<file path="config.mk">
export PLATFORM = sky130hd
export DESIGN_NAME = pltm_ctrl
export DESIGN_NICKNAME = d
export VERILOG_FILES = /design/src/hw/rtl/pltm_pkg.sv /design/src/hw/rtl/pltm_ctrl.sv
export SDC_FILE = /design/constraint.sdc
export NUM_CORES = 1
export LEC_CHECK = 0
export BUFFER_PORTS_ARGS = -buffer_cell sky130_fd_sc_hd__buf_4
export CAP_MARGIN = 25
export CORE_UTILIZATION = 51
export CTS_CLUSTER_SIZE = 10
export DETAILED_ROUTE_END_ITERATION = 12
export GPL_TIMING_DRIVEN = 0
export PLACE_DENSITY = 0.87
export SLEW_MARGIN = 0
export SYNTH_ARGS = -nofsm -noshare
export SYNTH_HDL_FRONTEND = slang
export SYNTH_SLANG_ARGS = --single-unit
</file>
<file path="constraint.sdc">
create_clock -name clk -period 2.2 [get_ports clk]
set_input_delay 0.33 -clock clk [delete_from_list [all_inputs] [get_ports clk]]
set_output_delay 0.33 -clock clk [all_outputs]
set_load 0.01 [all_outputs]
</file>
<file path="src/hw/rtl/pltm_pkg.sv">
// ----------------------------------------------------------------------------
// Point light table package
// Shared widths, operation codes, table entry layout and the command and
// status bundles between the controller and the datapath.
// ----------------------------------------------------------------------------
package pltm_pkg;

  localparam int MAX_LIGHTS = 32;
  localparam int IDX_W      = (MAX_LIGHTS > 1) ? $clog2(MAX_LIGHTS) : 1;
  localparam int CNT_W      = $clog2(MAX_LIGHTS + 1);

  localparam int FUNC_W    = 2;
  localparam int POS_W     = 20;
  localparam int REACH_W   = 16;
  localparam int COL_W     = 10;
  localparam int KIND_W    = 3;
  localparam int MULT_W    = 16;
  localparam int CFG_IDX_W = 2;

  localparam int MAXD_W  = REACH_W + 1;
  localparam int DIFF_W  = POS_W + 1;
  localparam int D2_W    = 2 * DIFF_W + 2;
  localparam int MOP_W   = 24;
  localparam int MUL_W   = 2 * MOP_W;
  localparam int Q_W     = 16;
  localparam int P_W     = Q_W + 1;
  localparam int CSUM_W  = COL_W + 2;
  localparam int SUM_W   = P_W + CSUM_W + CNT_W;
  localparam int NUM_W   = SUM_W + 1;
  localparam int SCALE_W = MAXD_W + 2;

  // Division of the scaled result by three uses a reciprocal multiply. The
  // reciprocal is rounded up, which stays exact for dividends below 2^19; the
  // scaled result never reaches 2^17.
  localparam int NHI_W  = NUM_W - 16;
  localparam int RCP_SH = 20;
  localparam logic [RCP_SH-1:0] RECIP3 = 20'd349526;

  localparam int DIVD_W      = 64;
  localparam int DIVS_W      = 32;
  localparam int DIV_STEPS   = DIVS_W;
  localparam int DIV_CNT_W   = $clog2(DIV_STEPS);
  localparam int SQRT_IN_W   = D2_W;
  localparam int SQRT_OUT_W  = SQRT_IN_W / 2;
  localparam int SQRT_REM_W  = SQRT_OUT_W + 2;
  localparam int SQRT_STEPS  = SQRT_OUT_W;
  localparam int SQRT_CNT_W  = $clog2(SQRT_STEPS);

  localparam logic [FUNC_W-1:0] FUNC_CLEAR = 2'd0;
  localparam logic [FUNC_W-1:0] FUNC_ADD   = 2'd1;
  localparam logic [FUNC_W-1:0] FUNC_QUERY = 2'd2;

  localparam logic [KIND_W-1:0] KIND_DARK       = 3'd2;
  localparam logic [KIND_W-1:0] KIND_FOG        = 3'd3;
  localparam logic [KIND_W-1:0] KIND_FOG_ALWAYS = 3'd4;

  localparam logic [CFG_IDX_W-1:0] CFG_CAMERA_X = 2'd0;
  localparam logic [CFG_IDX_W-1:0] CFG_CAMERA_Y = 2'd1;
  localparam logic [CFG_IDX_W-1:0] CFG_CAMERA_Z = 2'd2;

  // Fog margin of 15 world units in 1/16 unit steps.
  localparam logic [MAXD_W-1:0] FOG_PAD  = 17'd240;
  localparam logic [P_W-1:0]    PROD_ONE = 17'h10000;

  // Multiplier operand selects.
  localparam int MS_W = 4;
  localparam logic [MS_W-1:0] MS_HOLD  = 4'd0;
  localparam logic [MS_W-1:0] MS_DX    = 4'd1;
  localparam logic [MS_W-1:0] MS_DY    = 4'd2;
  localparam logic [MS_W-1:0] MS_DZ    = 4'd3;
  localparam logic [MS_W-1:0] MS_MAXD2 = 4'd4;
  localparam logic [MS_W-1:0] MS_R2    = 4'd5;
  localparam logic [MS_W-1:0] MS_CS    = 4'd6;
  localparam logic [MS_W-1:0] MS_PQ    = 4'd7;
  localparam logic [MS_W-1:0] MS_SQ    = 4'd8;

  // Divider operand selects.
  localparam int DS_W = 2;
  localparam logic [DS_W-1:0] DS_COLOUR = 2'd0;
  localparam logic [DS_W-1:0] DS_RATIO  = 2'd1;

  // Square root operand selects.
  localparam logic SQ_D2   = 1'b0;
  localparam logic SQ_QUOT = 1'b1;

  typedef struct packed {
    logic [POS_W-1:0]   pos_x;
    logic [POS_W-1:0]   pos_y;
    logic [POS_W-1:0]   pos_z;
    logic [REACH_W-1:0] reach;
    logic [COL_W-1:0]   red;
    logic [COL_W-1:0]   green;
    logic [COL_W-1:0]   blue;
    logic [KIND_W-1:0]  kind;
  } light_t;

  localparam int LIGHT_W = $bits(light_t);

  typedef struct packed {
    logic            load;
    logic            cnt_clr;
    logic            cnt_inc;
    logic            idx_clr;
    logic            idx_inc;
    logic [MS_W-1:0] mul_sel;
    logic            d2_clr;
    logic            d2_acc;
    logic            scale_max;
    logic            scale_sqrt;
    logic            div_start;
    logic [DS_W-1:0] div_sel;
    logic            sqrt_start;
    logic            sqrt_sel;
    logic            col_ld;
    logic [1:0]      chan;
    logic            prod_init;
    logic            prod_ld;
    logic            sum_acc;
    logic            ram_we;
    logic            out_fire;
    logic            out_acc;
    logic            out_query;
  } dp_cmd_t;

  typedef struct packed {
    logic [FUNC_W-1:0] func;
    logic              full;
    logic              cnt_zero;
    logic              idx_last;
    logic              far;
    logic              near;
    logic              fog;
    logic              dark;
    logic              div_busy;
    logic              sqrt_busy;
  } dp_sts_t;

endpackage

</file>
<file path="src/hw/rtl/pltm_ctrl.sv">
// ----------------------------------------------------------------------------
// Point light table controller
// Sequences clear, add and query operations over the datapath.
// ----------------------------------------------------------------------------
module pltm_ctrl (
  input  logic              clk,
  input  logic              rst_n,
  input  logic              start,
  output logic              busy,
  input  pltm_pkg::dp_sts_t sts,
  output pltm_pkg::dp_cmd_t cmd
);
  import pltm_pkg::*;

  localparam int ST_W = 5;
  localparam logic [ST_W-1:0] S_IDLE  = 5'd0;
  localparam logic [ST_W-1:0] S_DISP  = 5'd1;
  localparam logic [ST_W-1:0] S_ASQX  = 5'd2;
  localparam logic [ST_W-1:0] S_ASQY  = 5'd3;
  localparam logic [ST_W-1:0] S_ASQZ  = 5'd4;
  localparam logic [ST_W-1:0] S_AM2   = 5'd5;
  localparam logic [ST_W-1:0] S_ACHK  = 5'd6;
  localparam logic [ST_W-1:0] S_ASQRT = 5'd7;
  localparam logic [ST_W-1:0] S_ACM   = 5'd8;
  localparam logic [ST_W-1:0] S_ACD   = 5'd9;
  localparam logic [ST_W-1:0] S_ACW   = 5'd10;
  localparam logic [ST_W-1:0] S_AWR   = 5'd11;
  localparam logic [ST_W-1:0] S_QRD   = 5'd12;
  localparam logic [ST_W-1:0] S_QSQX  = 5'd13;
  localparam logic [ST_W-1:0] S_QSQY  = 5'd14;
  localparam logic [ST_W-1:0] S_QSQZ  = 5'd15;
  localparam logic [ST_W-1:0] S_QR2   = 5'd16;
  localparam logic [ST_W-1:0] S_QCHK  = 5'd17;
  localparam logic [ST_W-1:0] S_QDIV  = 5'd18;
  localparam logic [ST_W-1:0] S_QSQRT = 5'd19;
  localparam logic [ST_W-1:0] S_QACC  = 5'd20;
  localparam logic [ST_W-1:0] S_QPRD  = 5'd21;
  localparam logic [ST_W-1:0] S_QSUM  = 5'd22;
  localparam logic [ST_W-1:0] S_QFIN  = 5'd23;

  logic [ST_W-1:0] state_r, state_nxt;
  logic [1:0]      chan_r, chan_nxt;
  logic [ST_W-1:0] next_light;

  // After a light is done the walk either ends or reads the next entry.
  assign next_light = sts.idx_last ? S_QFIN : S_QRD;

  always_comb begin
    state_nxt = state_r;
    chan_nxt  = chan_r;
    cmd       = '0;
    cmd.chan  = chan_r;
    unique case (state_r)
      S_IDLE: begin
        if (start) begin
          cmd.load  = 1'b1;
          state_nxt = S_DISP;
        end
      end
      S_DISP: begin
        chan_nxt = 2'd0;
        unique case (sts.func)
          FUNC_CLEAR: begin
            cmd.cnt_clr  = 1'b1;
            cmd.out_fire = 1'b1;
            cmd.out_acc  = 1'b1;
            state_nxt    = S_IDLE;
          end
          FUNC_ADD: begin
            if (sts.full) begin
              cmd.out_fire = 1'b1;
              state_nxt    = S_IDLE;
            end else begin
              state_nxt = S_ASQX;
            end
          end
          FUNC_QUERY: begin
            cmd.prod_init = 1'b1;
            cmd.idx_clr   = 1'b1;
            state_nxt     = sts.cnt_zero ? S_QFIN : S_QRD;
          end
          default: begin
            cmd.out_fire = 1'b1;
            state_nxt    = S_IDLE;
          end
        endcase
      end
      S_ASQX: begin
        cmd.mul_sel = MS_DX;
        cmd.d2_clr  = 1'b1;
        state_nxt   = S_ASQY;
      end
      S_ASQY: begin
        cmd.mul_sel = MS_DY;
        cmd.d2_acc  = 1'b1;
        state_nxt   = S_ASQZ;
      end
      S_ASQZ: begin
        cmd.mul_sel = MS_DZ;
        cmd.d2_acc  = 1'b1;
        state_nxt   = S_AM2;
      end
      S_AM2: begin
        cmd.mul_sel = MS_MAXD2;
        cmd.d2_acc  = 1'b1;
        state_nxt   = S_ACHK;
      end
      S_ACHK: begin
        if (sts.far) begin
          cmd.out_fire = 1'b1;
          state_nxt    = S_IDLE;
        end else if (sts.near) begin
          cmd.scale_max = 1'b1;
          state_nxt     = S_ACM;
        end else begin
          cmd.sqrt_start = 1'b1;
          cmd.sqrt_sel   = SQ_D2;
          state_nxt      = S_ASQRT;
        end
      end
      S_ASQRT: begin
        if (!sts.sqrt_busy) begin
          cmd.scale_sqrt = 1'b1;
          state_nxt      = S_ACM;
        end
      end
      S_ACM: begin
        cmd.mul_sel = MS_CS;
        state_nxt   = S_ACD;
      end
      S_ACD: begin
        cmd.div_start = 1'b1;
        cmd.div_sel   = DS_COLOUR;
        state_nxt     = S_ACW;
      end
      S_ACW: begin
        if (!sts.div_busy) begin
          cmd.col_ld = 1'b1;
          if (chan_r == 2'd2) begin
            state_nxt = S_AWR;
          end else begin
            chan_nxt  = chan_r + 1'b1;
            state_nxt = S_ACM;
          end
        end
      end
      S_AWR: begin
        cmd.ram_we   = 1'b1;
        cmd.cnt_inc  = 1'b1;
        cmd.out_fire = 1'b1;
        cmd.out_acc  = 1'b1;
        state_nxt    = S_IDLE;
      end
      S_QRD: begin
        state_nxt = S_QSQX;
      end
      S_QSQX: begin
        if (sts.fog) begin
          cmd.idx_inc = !sts.idx_last;
          state_nxt   = next_light;
        end else begin
          cmd.mul_sel = MS_DX;
          cmd.d2_clr  = 1'b1;
          state_nxt   = S_QSQY;
        end
      end
      S_QSQY: begin
        cmd.mul_sel = MS_DY;
        cmd.d2_acc  = 1'b1;
        state_nxt   = S_QSQZ;
      end
      S_QSQZ: begin
        cmd.mul_sel = MS_DZ;
        cmd.d2_acc  = 1'b1;
        state_nxt   = S_QR2;
      end
      S_QR2: begin
        cmd.mul_sel = MS_R2;
        cmd.d2_acc  = 1'b1;
        state_nxt   = S_QCHK;
      end
      S_QCHK: begin
        // A zero reach also lands here, since no distance is below zero.
        if (sts.far) begin
          cmd.idx_inc = !sts.idx_last;
          state_nxt   = next_light;
        end else begin
          cmd.div_start = 1'b1;
          cmd.div_sel   = DS_RATIO;
          state_nxt     = S_QDIV;
        end
      end
      S_QDIV: begin
        if (!sts.div_busy) begin
          cmd.sqrt_start = 1'b1;
          cmd.sqrt_sel   = SQ_QUOT;
          state_nxt      = S_QSQRT;
        end
      end
      S_QSQRT: begin
        if (!sts.sqrt_busy) begin
          state_nxt = S_QACC;
        end
      end
      S_QACC: begin
        cmd.mul_sel = sts.dark ? MS_PQ : MS_SQ;
        state_nxt   = sts.dark ? S_QPRD : S_QSUM;
      end
      S_QPRD: begin
        cmd.prod_ld = 1'b1;
        cmd.idx_inc = !sts.idx_last;
        state_nxt   = next_light;
      end
      S_QSUM: begin
        cmd.sum_acc = 1'b1;
        cmd.idx_inc = !sts.idx_last;
        state_nxt   = next_light;
      end
      S_QFIN: begin
        cmd.out_fire  = 1'b1;
        cmd.out_acc   = 1'b1;
        cmd.out_query = 1'b1;
        state_nxt     = S_IDLE;
      end
      default: begin
        state_nxt = S_IDLE;
      end
    endcase
  end

  always_ff @(posedge clk) begin
    if (!rst_n) begin
      state_r <= S_IDLE;
      chan_r  <= 2'd0;
    end else begin
      state_r <= state_nxt;
      chan_r  <= chan_nxt;
    end
  end

  assign busy = (state_r != S_IDLE);

endmodule

</file>
==> results.tsv, run 1 <==
metric	value	unit
fp.dieW	52.6	um
grt_pass1_vias	1360	
max_slew_margin	0.591	
start_kind	flop	
synth_fp_nets	216	
fin_skew	2.27	ps
num_antenna_cells	0	
synthFlopType	dfxtp_1	
postLayoutCellArea	1750	sq um
cts_tree	done	
cts-root-buf	clkbuf_4	
start_util	0.563	
stdcell_count	269	
path_common_cell	buf_4	
pin_count	43	
critPathSlowestCell	dfxtp_1	
min_period	2140	ps
placed_cells	266	
routabilityCongestion	1.04	
yosysUniqueCellTypes	56	
drive_above_1_share	0.320	
clkTransAtPathRegs	50	ps
totalWireLength	4.16	mm
final_cell_mix	50 x buf_4, 22 x nor2_1, 19 x nand2_1	
cp_top_family	buffers and inverters	
crit_type	reg -> out	
postLayoutSetupSlackWorst	64.3	ps
required	1870	ps
max-clock-path-buffers	2	
grt_pass1_wl	6.44	mm
power	572	uW
nets	260	
period_share	0.971	
dr.pass1.iters	4	
h-tree-depth	1	
portBuffers	40	
avgRoutedWirePerCell	15.5	um
hold_viol_final	0	
clock.fmax	0.468	GHz
critical_path_arrival	1810	ps
endpoint_kind	output pin	
slowest_delay	290	ps
final_util	0.753	
maxCapViolations	0	
power.leakage	0.808	nW
ys_seq_area_frac	0.107	
crit_fanout	10	
dp_slack	128	ps
die-area	2770	sq um
vias_per_cell	6.25	
ys_seq_elements	7	
placed_area	1640	sq um
antenna_left	0	
power_density	328	nW/um^2
tightest_slew	605	ps
ir_drop	0.499	mV
vias	1680	
grt_overflow_total	0	
grt_max_degree	20	
rows	17	
clk-insertion-delay-late	260	ps
core_area	2320	sq um
path_cells	buf_2, buf_4, buf_4, nor3_2, a21oi_1, o32a_1, nor2_1, buf_4	
synth_area_per_cell	6.59	sq um
netlist_instances	198	
syn_area	1310	sq um
async_reset_ff_frac	0	
antenna_found_initial	0	
drtIter0Drc	96	
layout_commonest_cell	buf_4	
hpwl	3.12	mm
drcViolationCount	0	
path_buf_inv	4	
grtUsageTotal	0.322	
rsz0062_at_grt	true	
status	completed	
syn2layout_area_growth	33.7	%
die_h	52.6	um
numCtsBuffers	3	
ys.warnings.count	0	
final-setup-viol-count	0	
drv_slew	0	
worstHoldPathType	in -> reg	
cts.sinks	7	
synth-edff-count	0	
postCtsSetupRepairBufs	0	
-- power by group --
group | internal [mW] | switching [mW] | total [mW]
Combinational | 0.139 | 0.174 | 0.313
Clock | 0.0694 | 0.0503 | 0.120
Sequential | 0.134 | 0.00608 | 0.140
Total | 0.342 | 0.230 | 0.572
-- worst register-to-register path, stage by stage (launching register included) --
cell and delay [ps]:
dfxtp_1 340, buf_6 150, buf_8 150, and3b_1 180, o21ai_0 150, a21oi_1 90, a2111oi_0 520, o32ai_1 140
-- final timing paths --
| check | from | end | slack, ps | cells past startpoint |
|---|---|---|---|---|
| max | state_r[1]$_SDFFE_PN0P_ | cmd[1] | 60 | 8 |
| min | sts[0] | state_r[2]$_SDFFE_PN0P_ | 370 | 3 |
| max reg2reg | state_r[2]$_SDFFE_PN0P_ | state_r[2]$_SDFFE_PN0P_ | 330 | 7 |
| min reg2reg | chan_r[0]$_SDFFE_PN0P_ | chan_r[0]$_SDFFE_PN0P_ | 660 | 3 |
-- per-layer routing --
metal  share of wire  vias up  track usage
met4           0.039        0        0.171
met2            0.44      111        0.487
li1                -      805            -
met1            0.41      746        0.434
met3            0.10       18       0.0464
met5               0        -            0
-- repair_timing --
action / in CTS / in global routing
pin swaps: 0 / 1
hold endpoints to repair: 0 / 0
gates cloned: 0 / 0
setup endpoints to repair: 10 / 9
hold buffers: 0 / 0
resized for setup: 8 / 22
-- cell usage after synthesis, types with 3 or more instances --
cell / instances / area (sq um)
dfxtp_1: 7 / 140
nand3_1: 6 / 30.0
a211o_1: 3 / 26.3
nor3_1: 6 / 30.0
a21oi_1: 12 / 60.1
buf_4: 4 / 30.0
nand2_1: 19 / 71.3
and3_1: 4 / 25.0
o21a_1: 4 / 30.0
nand2b_1: 7 / 43.8
buf_2: 13 / 65.1
o31ai_1: 3 / 22.5
nor4_1: 3 / 18.8
ha_1: 4 / 50.1
nor2_1: 23 / 86.3
inv_1: 13 / 48.8
nor2b_1: 5 / 31.3
o21ai_0: 10 / 50.1
-- kinds of logic (layout without fill, tap and decap cells) --
| kind of cell | after synthesis | count (layout) | synth area share |
|---|---|---|---|
| xor gates and xnor gates | 3 | 3 | 0.0201 |
| and+or+nand+nor | 95 | 95 | 0.398 |
| AOI/OAI and AO/OA | 54 | 54 | 0.294 |
| buffers and inverters | 33 | 76 | 0.130 |
| DFF | 7 | 7 | 0.107 |
| adders and majority gates | 4 | 4 | 0.0384 |
| muxes | 1 | 1 | 0.00863 |
| other | 1 | 1 | 0.00287 |
-- area by class of cell --
class / instances / area (sq um)
Inverter: 13 / 48.8
Multi-Input combinational cell: 158 / 1040
Tap cell: 28 / 35.0
Buffer: 19 / 158
Clock buffer: 4 / 26.3
Sequential cell: 7 / 141
Timing Repair Buffer: 40 / 300
Fill cell: 183 / 573
-- registers in the layout (all words and copies together) (netlist names) --
name / flops
state_r: 5
chan_r: 2
-- metrics by stage --
stage	hold WS [ps]	TNS [ps]
after global routing	381	-14.2
after global placement	630	0
after floorplan	485	0
final	368	0
after CTS	351	0
after detailed placement	630	0
No activity file was read; power rests on OpenSTA's default activity.
==> run 2, diff against run 1 <==
Settings changed: PLACE_DENSITY 0.87 to 0.8.
==> run 2 against run 1 <==
Worst setup slack got worse by 20 ps. Largest power group unchanged. Clock-buffer cell count did not move. Clock skew rose by 3.2 ps. Register-to-register slack improved by 20 ps. Cell count rose by 0.37%. Sequential share of layout area rose by 0.078 points. Critical path depth did not move. Critical path type unchanged. Wire length rose by 6.5%.
==> results.tsv, run 2 (same netlist as run 1, synthesis figures left out) <==
metric	value	unit
stdcell_count	270	
drtIter0Drc	104	
start_util	0.563	
endpoint_kind	output pin	
period_share	0.980	
dr.pass1.iters	7	
drcViolationCount	0	
placed_area	1640	sq um
routabilityCongestion	1.03	
placed_cells	266	
path_common_cell	buf_4	
pin_count	43	
h-tree-depth	1	
hpwl	3.38	mm
grt_max_degree	11	
antenna_left	0	
largest_register_ffs	5	
ir_drop	0.378	mV
grt_overflow_total	0	
cp_top_family	buffers and inverters	
critPathSlowestCell	dfxtp_1	
top_register	state_r	
fp.dieW	52.6	um
status	completed	
grtUsageTotal	0.344	
crit_fanout	10	
final_cell_mix	51 x buf_4, 22 x nor2_1, 19 x nand2_1	
avgRoutedWirePerCell	16.4	um
min_period	2160	ps
drv_slew	0	
path_cells	buf_4, buf_4, buf_4, nor2b_1, o21ai_1, a21oi_1, a31o_2, buf_4	
path_buf_inv	4	
die-area	2770	sq um
clk-insertion-delay-late	260	ps
vias	1710	
layout_commonest_cell	buf_4	
slowest_delay	350	ps
power_density	328	nW/um^2
core_area	2320	sq um
pwr-share-seq	0.245	
num_antenna_cells	0	
postLayoutCellArea	1740	sq um
rsz0062_at_grt	true	
power.leakage	0.809	nW
cts-root-buf	clkbuf_4	
pwr-share-clk	0.215	
portBuffers	40	
power_frac_comb	0.540	
cts.sinks	7	
final-setup-viol-count	0	
syn2layout_area_growth	33.7	%
max_slew_margin	0.593	
drive_above_1_share	0.322	
postCtsSetupRepairBufs	0	
largestRegisters	state_r (5), chan_r (2)	
tightest_slew	602	ps
rows	17	
grt_pass1_wl	7.11	mm
power.internal	339	uW
antenna_found_initial	0	
fillCellCount	186	
p_sw_frac	0.408	
p_switching	234	uW
totalWireLength	4.43	mm
die_h	52.6	um
clkTransAtPathRegs	60	ps
grt_pass1_vias	1538	
hold_viol_final	0	
max-clock-path-buffers	2	
worstHoldPathType	in -> reg	
cts_tree	done	
maxCapViolations	0	
required	1870	ps
vias_per_cell	6.33	
fin_skew	5.49	ps
start_kind	flop	
nets	261	
clock.fmax	0.464	GHz
numCtsBuffers	3	
critical_path_arrival	1830	ps
crit_type	reg -> out	
-- run 2: metal layers --
layer  GRT usage  vias to the layer above  wire length [um]
met5           0                        -                 0
met4       0.127                        0               110
met1       0.431                      752              1710
li1            -                      805                 -
met3      0.0870                       20               542
met2       0.561                      133              2070
-- run 2: tightest hold or removal path: stages --
cell	delay [ps]
buf_4	120
nand2_1	50
o32ai_1	70
-- run 2: worst paths after layout --
path / slack [ps] / cells after the start / startpoint / end
worst min register to register: 670 / 3 / chan_r[1]$_SDFFE_PN0P_ / chan_r[1]$_SDFFE_PN0P_
worst max-delay path: 40 / 8 / state_r[3]$_SDFFE_PN0P_ / cmd[20]
worst max register to register: 350 / 7 / state_r[0]$_SDFFE_PN0P_ / state_r[1]$_SDFFE_PN0P_
worst min-delay path: 340 / 3 / sts[0] / state_r[2]$_SDFFE_PN0P_
-- run 2: final cells by class --
cell class	instances	area, sq um	share of cell area
Multi-Input combinational cell	158	1030	0.590
Timing Repair Buffer	40	300	0.172
Buffer	20	161	0.0925
Sequential cell	7	143	0.0818
Inverter	13	48.8	0.0280
Tap cell	28	35.0	0.0201
Clock buffer	4	26.3	0.0151
-- run 2: per-stage QoR --
stage / worst slack [ps] / setup TNS [ps] / power (mW) / utilization / hold WS (ps)
after floorplan: 230 / 0 / 0.323 / - / 485
after detailed placement: 101 / 0 / 0.426 / 0.708 / 614
after global routing: -35.4 / -91.1 / 0.608 / 0.752 / 343
after global placement: 128 / 0 / 0.422 / 0.708 / 611
after CTS: 3.49 / 0 / 0.557 / 0.733 / 345
final: 43.9 / 0 / 0.573 / 0.752 / 344
-- run 2: power groups by stage --
stage | Combinational (mW) | Clock (mW) | Sequential, mW
2_1_floorplan | 0.184 | 0 | 0.139
3_3_place_gp | 0.281 | 0 | 0.140
3_5_place_dp | 0.284 | 0 | 0.141
4_1_cts | 0.293 | 0.125 | 0.139
5_1_grt | 0.333 | 0.134 | 0.140
6_report | 0.309 | 0.123 | 0.140
-- run 2: timing repair --
action,in CTS,in global routing
setup endpoints to repair,9,10
hold buffers,0,0
gates resized for setup,12,16
pin swaps,0,0
==> run 3, diff against run 2 <==
Settings changed: CORE_UTILIZATION 51 to 50, PLACE_DENSITY 0.8 to 0.79.
==> run 3 against run 2 <==
Non-clock buffer count is the same. Sequential share of layout area shrank 0.087 points. Critical path depth is the same. Sequential cell count is the same. Via count shrank 1.3%. Clock skew grew 3.5 ps.
==> results.tsv, run 3 (same netlist as run 1, synthesis figures left out) <==
metric	value	unit
final_cell_mix	47 x buf_4, 22 x nor2_1, 19 x nand2_1	
syn2layout_area_growth	35.1	%
dp_slack	131	ps
crit_fanout	10	
period_share	0.955	
numCtsBuffers	3	
tns	0	ps
p_sw_frac	0.397	
critical_path_arrival	1770	ps
power_density	319	nW/um^2
vias	1687	
h-tree-depth	1	
fillCellCount	230	
num_antenna_cells	0	
critPathSlowestCell	dfxtp_1	
dr.pass1.iters	5	
start_kind	flop	
min_period	2100	ps
r2r_start	state_r[2]$_SDFFE_PN0P_	
portBuffers	40	
hold_buffers	0	
placed_area	1640	sq um
layout_commonest_cell	buf_4	
power.leakage	0.814	nW
power_frac_comb	0.545	
final_util	0.712	
drv_slew	0	
final-setup-viol-count	0	
cts_tree	done	
avgRoutedWirePerCell	15.3	um
power.internal	340	uW
grt_overflow_total	0	
nets	261	
maxCapViolations	0	
pwr-share-clk	0.207	
required	1870	ps
die-area	2820	sq um
path_buf_inv	4	
tightest_slew	651	ps
hpwl	3.10	mm
p_switching	223	uW
cts-root-buf	clkbuf_4	
totalWireLength	4.18	mm
cp_top_family	buffers and inverters	
path_cells	buf_6, buf_6, buf_4, nor2b_1, o21ai_0, a21oi_1, a31o_2, buf_4	
status	completed	
postLayoutSetupSlackWorst	99.6	ps
largestRegisters	state_r (5), chan_r (2)	
endpoint_kind	output pin	
drive_above_1_share	0.331	
grtUsageTotal	0.311	
start_util	0.527	
slowest_delay	330	ps
rows	18	
cts.sinks	7	
antenna_left	0	
top_register	state_r	
grt_pass1_wl	6.46	mm
power	563	uW
routabilityCongestion	1.04	
fp.dieW	53.1	um
max_slew_margin	0.555	
clkTransAtPathRegs	50	ps
max-clock-path-buffers	2	
worstHoldPathType	in -> reg	
pwr-share-seq	0.248	
rsz0062_at_grt	false	
antenna_found_initial	0	
die_h	53.1	um
core_area	2480	sq um
clk-insertion-delay-late	260	ps
hold_viol_final	0	
drcViolationCount	0	
grt_max_degree	11	
crit_type	reg -> out	
clock.fmax	0.476	GHz
largest_register_ffs	5	
fin_skew	9.00	ps
pin_count	43	
drtIter0Drc	73	
postLayoutCellArea	1760	sq um
hold_path_startpoint	sts[0]	
crit_start	state_r[3]$_SDFFE_PN0P_	
vias_per_cell	6.20	
grt_pass1_vias	1386	
ir_drop	0.486	mV
-- run 3: cell count changes in the layout (fill, tap and decap cells not counted), sizes merged --
cell | before | now
buf | 59 | 58
clkbuf | 5 | 6
-- run 3: layer usage --
metal	global-route usage	part of all wire	wire (um)
met5	0	0	0
met4	0.0702	0.025	104
met3	0.0747	0.11	449
met1	0.421	0.41	1730
met2	0.489	0.45	1890
-- run 3: path summary, 6_finish.rpt --
check                            end  slack, ps  cells after the start
min          state_r[2]$_SDFFE_PN0P_        360                      3
min reg2reg   chan_r[0]$_SDFFE_PN0P_        660                      3
max                          cmd[20]        100                      8
max reg2reg  state_r[2]$_SDFFE_PN0P_        280                      7
-- run 3: power by group through the flow --
| stage | combinational [mW] | clock [mW] | sequential [mW] |
|---|---|---|---|
| 5_1_grt | 0.330 | 0.130 | 0.140 |
| 3_5_place_dp | 0.282 | 0 | 0.141 |
| 4_1_cts | 0.290 | 0.118 | 0.139 |
| 6_report | 0.307 | 0.117 | 0.140 |
| 3_3_place_gp | 0.282 | 0 | 0.140 |
| 2_1_floorplan | 0.184 | 0 | 0.139 |
-- run 3: metrics by stage --
step | hold WS [ps] | cells
detailed placement | 625 | 268
global placement | 617 | 268
global route | 367 | 272
finish | 357 | 272
floorplan | 485 | 198
CTS | 351 | 272
-- run 3: final cells by class --
class	count	area [sq um]	share of cell area
Multi-Input combinational cell	158	1030	0.587
Inverter	13	48.8	0.0277
Timing Repair Buffer	40	300	0.170
Tap cell	30	37.5	0.0213
Clock buffer	4	26.3	0.0149
Sequential cell	7	143	0.0809
Buffer	20	173	0.0979
-- run 3: tightest hold or removal path: cells and delay by family --
kind | cells | cell delay (ps)
AND/OR/NAND/NOR | 1 | 50
AO/OA/AOI/OAI | 1 | 70
buffers and inverters | 1 | 120
-- run 3: repair_timing --
action,CTS,global route
endpoints found under the setup margin,9,10
pin swaps,0,0
buffers inserted,0,0
resized for setup,11,20
